==> src/hdl/robin_hood_hash_set_macros.svh <==
// assertion helpers for the hash set
`ifndef ROBIN_HOOD_HASH_SET_MACROS_SVH
`define ROBIN_HOOD_HASH_SET_MACROS_SVH
`ifndef SYNTH
`define RHHS_ASSERT_NOW(lbl, clk, rst_n, ante, cons) \
	lbl: assert property (@(posedge clk) disable iff (!rst_n) (ante) |-> (cons)) \
		else $error("assertion failed");
`define RHHS_ASSERT_NEXT(lbl, clk, rst_n, ante, cons) \
	lbl: assert property (@(posedge clk) disable iff (!rst_n) (ante) |=> (cons)) \
		else $error("assertion failed");
`else
`define RHHS_ASSERT_NOW(lbl, clk, rst_n, ante, cons)
`define RHHS_ASSERT_NEXT(lbl, clk, rst_n, ante, cons)
`endif
`endif

==> src/hdl/rhhs_pkg.sv <==
`timescale 1ns / 1ps
`default_nettype none
package rhhs_pkg;
	localparam logic [1:0] REQ_INSERT   = 2'd0;
	localparam logic [1:0] REQ_REMOVE   = 2'd1;
	localparam logic [1:0] REQ_CONTAINS = 2'd2;
	localparam logic [1:0] REQ_CLEAR    = 2'd3;

	localparam logic STATUS_DONE = 1'b0;
	localparam logic STATUS_FULL = 1'b1;

	typedef enum logic [3:0] {
		ST_SWEEP,
		ST_IDLE,
		ST_SCAN,
		ST_DECIDE,
		ST_PROBE_RD,
		ST_PROBE_WR,
		ST_DONE
	} ctrl_state_t;

	typedef enum logic [2:0] {
		HS_IDLE,
		HS_MIX,
		HS_MUL,
		HS_SUB,
		HS_FIX
	} hash_state_t;
endpackage
`default_nettype wire

==> src/hdl/rhhs_hash.sv <==
`timescale 1ns / 1ps
`default_nettype none
module rhhs_hash #(
	parameter int TABLE_SIZE = 256,
	parameter int KEY_BYTES = 8
) (
	input  wire logic                          clk,
	input  wire logic                          arst_n,
	input  wire logic                          start,
	input  wire logic [63:0]                   key,
	output logic                               done,
	output logic [$clog2(TABLE_SIZE)-1:0]      home
);
	import rhhs_pkg::*;

	localparam int AW = $clog2(TABLE_SIZE);
	localparam int QSH = 31 + AW;
	localparam logic [2:0] LAST_BYTE = 3'(KEY_BYTES - 1);
	localparam logic [31:0] T_W = 32'(TABLE_SIZE);
	localparam logic [31:0] RECIP = 32'((64'd1 << QSH) / 64'(TABLE_SIZE));

	hash_state_t state_q, state_d;
	logic [63:0]   key_q;
	logic [31:0]   h_q;
	logic [2:0]    byte_q;
	logic [63:0]   prod_q;
	logic [31:0]   rem_q;
	logic [AW-1:0] home_q;
	logic [7:0]    cur_byte;
	logic [31:0]   quot;
	logic [31:0]   rem_fix;

	assign cur_byte = key_q[{byte_q, 3'b000} +: 8];
	assign quot     = 32'(prod_q >> QSH);
	assign rem_fix  = (rem_q >= T_W) ? rem_q - T_W : rem_q;
	assign home     = home_q;

	always_comb begin
		state_d = state_q;
		done    = 1'b0;
		case (state_q)
			HS_IDLE: begin
				state_d = HS_IDLE;
			end
			HS_MIX: begin
				if (byte_q == LAST_BYTE) state_d = HS_MUL;
			end
			HS_MUL: begin
				state_d = HS_SUB;
			end
			HS_SUB: begin
				state_d = HS_FIX;
			end
			HS_FIX: begin
				state_d = HS_IDLE;
				done    = 1'b1;
			end
			default: state_d = HS_IDLE;
		endcase
		if (start) state_d = HS_MIX;
	end

	always_ff @(posedge clk or negedge arst_n) begin
		if (!arst_n) state_q <= HS_IDLE;
		else state_q <= state_d;
	end

	// bernstein mix one byte a cycle, then modulo by reciprocal multiply,
	// subtract and one correction step
	always_ff @(posedge clk) begin
		if (start) begin
			key_q  <= key;
			h_q    <= '0;
			byte_q <= '0;
		end else begin
			case (state_q)
				HS_MIX: begin
					h_q    <= (h_q << 5) + h_q + 32'(cur_byte);
					byte_q <= byte_q + 3'd1;
				end
				HS_MUL: prod_q <= {32'd0, h_q} * {32'd0, RECIP};
				HS_SUB: rem_q <= h_q - quot * T_W;
				HS_FIX: home_q <= rem_fix[AW-1:0];
				default: h_q <= h_q;
			endcase
		end
	end
endmodule
`default_nettype wire

==> config.mk <==
export PLATFORM = sky130hd
export DESIGN_NAME = rhhs_hash
export DESIGN_NICKNAME = d
export VERILOG_FILES = /design/src/hdl/robin_hood_hash_set_macros.svh /design/src/hdl/rhhs_pkg.sv /design/src/hdl/rhhs_hash.sv
export SDC_FILE = /design/constraint.sdc
export NUM_CORES = 1
export LEC_CHECK = 0
export BUFFER_PORTS_ARGS = -buffer_cell sky130_fd_sc_hd__buf_2
export CORE_ASPECT_RATIO = 0.8
export CORE_MARGIN = 8
export CORE_UTILIZATION = 54
export CTS_CLUSTER_DIAMETER = 150
export DETAILED_ROUTE_END_ITERATION = 16
export GPL_TIMING_DRIVEN = 0
export PLACE_DENSITY = 0.8
export SLEW_MARGIN = 5
export SYNTH_ARGS = -nofsm -noshare
export SYNTH_HDL_FRONTEND = slang
export SYNTH_SLANG_ARGS = --single-unit
==> constraint.sdc <==
create_clock -name clk -period 4.9 [get_ports clk]
set_clock_uncertainty 0.05 [all_clocks]
set_input_delay 0.245 -clock clk [delete_from_list [all_inputs] [get_ports clk]]
set_output_delay 0.245 -clock clk [all_outputs]
set_load 0.02 [all_outputs]
==> out/qor.csv <==
stage,metric,value,unit
yosys,"Cell Area, Synth",0.00383,mm²
global_route,largest net degree at the start of global routing,66,
yosys,number of synthesized flops with an enable pin,80,
worst_setup_path,crit path from,byte_q[1],
timing,Final Hold Violating Endpoints,0,
job,max cap viols,0,
global_route,global-route wire length before repair,12.6,mm
detailed_routing,drt wl/cell,19.7,µm
placed_design,Final HPWL DP,4.88,mm
detailed_routing,DR vias/cell,5.37,
final_layout,Antenna diodes,0,
detailed_routing,drt drc,0,
worst_setup_path,Worst setup endpoint,h_q[7],
final_layout,Final Instance Count excl. Fillers,442,
timing,final period utilization,86.5,%
clock_tree,post-CTS sizing,0,
yosys,post-synthesis register bit count,94,
placed_design,IO Port Bufs,75,
placed_design,Inst Count DP,376,
yosys,syn avg cell area,17.9,µm²
pwr,Max VDD drop,274,µV
timing,fin. max-slew vios,0,
detailed_routing,Antenna Violating Nets Remaining,0,
floorplanning,Rows,27,
floorplanning,die area,0.0101,mm²
status,status,"complete, no violations",
worst_setup_path,Reg2Reg Setup Slack,0.66,ns
global_route,initial antenna violation count,0,
detailed_routing,TritonRoute pass-1 iters,5,
global_route,GRT Total Usage,16.4,%
worst_setup_path,CP Launch Type,register,
worst_setup_path,r2r startpoint,byte_q[1],
clock_tree,Clock transition at path regs,0.10,ns
yosys,sequential area share after synthesis,70.4,%
yosys,Most used DFF post-synth,edfxtp_1,
timing,RSZ-0062 raised after global routing,false,
timing,max frequency,0.236,GHz
floorplanning,Die W,110,µm
detailed_routing,drt initial violations,127,
worst_setup_path,RR Endpoint,h_q[7],
clock_tree,Clock Path Buffers,2,
floorplanning,die height,91.3,µm
pwr,leakage,1.96,nW
hold_path,Worst Hold Class,input port to register,
yosys,main area contributors after synthesis,"edfxtp_1, mux4_2, dfxtp_1",
yosys,ys async rst share,3.19,%
final_layout,Syn-to-layout area delta,30.5,%
floorplanning,IO Count,76,
clock_tree,Max H-tree Level,3,
yosys,Yosys cell types,36,
timing,setup TNS,0,ns
global_route,total grt overflow,0,
worst_setup_path,critical path endpoint category,register,
detailed_routing,routed vias,2375,
yosys,most common cell in the synthesized netlist,edfxtp_1,
yosys,Synth top cells by count,"edfxtp_1, ha_1, nand2_1",
yosys,Synth area leader,edfxtp_1,
timing,Worst slew margin,33.8,%
floorplanning,Core Area,0.00689,mm²
clock_tree,CTS buffer count,9,
placed_design,GP Congestion,0.793,
final_layout,share of cells above drive strength 1,32.4,%
clock_tree,CTS tree,done,
clock_tree,clk_lat worst skew,0.37,ns
clock_tree,clock root buffer,clkbuf_8,
yosys,share of the synthesized area in the top cell type,62.7,%
worst_setup_path,FF-to-FF path depth,14,
timing,min cycle time layout,4.24,ns
worst_setup_path,largest fanout on the critical path,10,
worst_setup_path,crit path DAT,4.44,ns
yosys,Syn Nets,297,
floorplanning,Starting Density,55.6,%
clock_tree,Num Clock Sinks,94,
timing,# setup viols final,0,
yosys,Post-Syn Instances,214,
global_route,number of global-route vias before repair,2626,
final_layout,final net count,433,
yosys,synth warn,0,
detailed_routing,Routed WL,8.73,mm
worst_setup_path,CP Class,register to register,
pwr,pwr/cell area,396,mW/mm²
worst_setup_path,CP required,5.10,ns
final_layout,# fillers,434,
timing,Slew @ Worst Pin,0.985,ns
timing repair:
action | CTS | global route
buffers inserted | 0 | 0
hold endpoints to repair | 44 | 8
endpoints found under the setup margin | 0 | 0
hold buffers | 42 | 8
layout make-up:
class,count,area (µm²),share of cell area [%]
Inverter,8,30.0,0.601
Clock buffer,9,124,2.48
Multi-Input combinational cell,104,1060,21.3
Clock inverter,7,57.6,1.15
Sequential cell,94,2700,54.0
Tap cell,87,109,2.18
Buffer,8,40.0,0.801
Timing Repair Buffer,125,878,17.6
flip-flops by register name, summed over array words and instances, names as in the netlist:
register	cells
key_q	64
state_q	3
byte_q	3
home	8
h_q	8
rem_q	8
logic make-up after synthesis:
group	count (synthesis)	synth area share (%)
AO/OA/AOI/OAI	20	3.14
XOR/XNOR	4	0.915
adder cells (fa/ha/maj)	16	5.82
buffers and inverters	16	1.83
flip-flops	94	70.4
multiplexers	25	12.5
AND/OR/NAND/NOR	39	5.39
critical path, cell delays in order, from the launching register on:
cell      delay [ns]
dfxtp_1         0.34
clkbuf_1        0.39
clkbuf_1        0.57
mux4_2          0.42
mux2_2          0.30
ha_1            0.28
ha_1            0.17
inv_1           0.06
fa_1            0.40
nand2b_1        0.20
a21oi_1         0.19
o21a_1          0.17
nor3_2          0.05
nor3b_2         0.22
mux2_4          0.31
power by group:
| group | switching [mW] | internal, mW |
|---|---|---|
| clock | 0.287 | 0.192 |
| combinational | 0.233 | 0.266 |
| sequential | 0.0466 | 0.954 |
| total | 0.567 | 1.41 |
layout by cell type, fill, tap and decap left out, types with 2 or more instances in the layout:
cell type and instances:
inv_6 2, nand3b_1 2, inv_1 8, mux4_1 4, nand2b_1 5, nor3_1 2
dlygate4sd3_1 50, edfxtp_1 80, xnor2_1 3, dfxtp_1 11, nand3_1 2, clkbuf_8 9
clkbuf_1 4, nor2b_1 2, a21oi_1 10, o21bai_1 2, dfrtp_1 3, buf_2 76
fa_1 3, nand2_1 13, o21ai_0 2, mux2_2 6, mux2i_1 2, ha_1 13
clkinv_4 2, nor2_1 7, a211oi_1 3, o21a_1 2, mux4_2 12
worst min-delay path by stage:
stage            endpoint  slack, ns  cells after the start    start
2_1_floorplan  state_q[0]      -0.10                      0   arst_n
3_3_place_gp   state_q[2]     -0.009                      1   arst_n
3_5_place_dp   state_q[0]     -0.004                      1   arst_n
4_1_cts         key_q[53]     0.0005                      1  key[53]
5_1_grt         key_q[41]      -0.01                      1  key[41]
6_report        key_q[41]       0.01                      1  key[41]
per-stage QoR:
step	total power, mW	area [µm²]	util, %	worst slack, ns	hold WS (ns)
finish	1.98	5000	72.5	0.663	0.0134
global route	2.09	5000	72.5	0.430	-0.0102
CTS	1.96	4920	71.3	0.689	0.000529
detailed placement	1.48	4310	62.6	0.728	-0.00365
global placement	1.45	4310	62.6	0.799	-0.00855
floorplan	1.35	3830	-	1.34	-0.101
per-layer routing:
layer | part of all wire (%) | track usage (%) | wire [µm]
met1 | 37 | 19.2 | 3210
met2 | 49 | 27.4 | 4320
met3 | 10 | 6.57 | 911
met4 | 3.3 | 4.43 | 288
met5 | 0 | 0 | 0
Power figures use the tool's default switching activity.
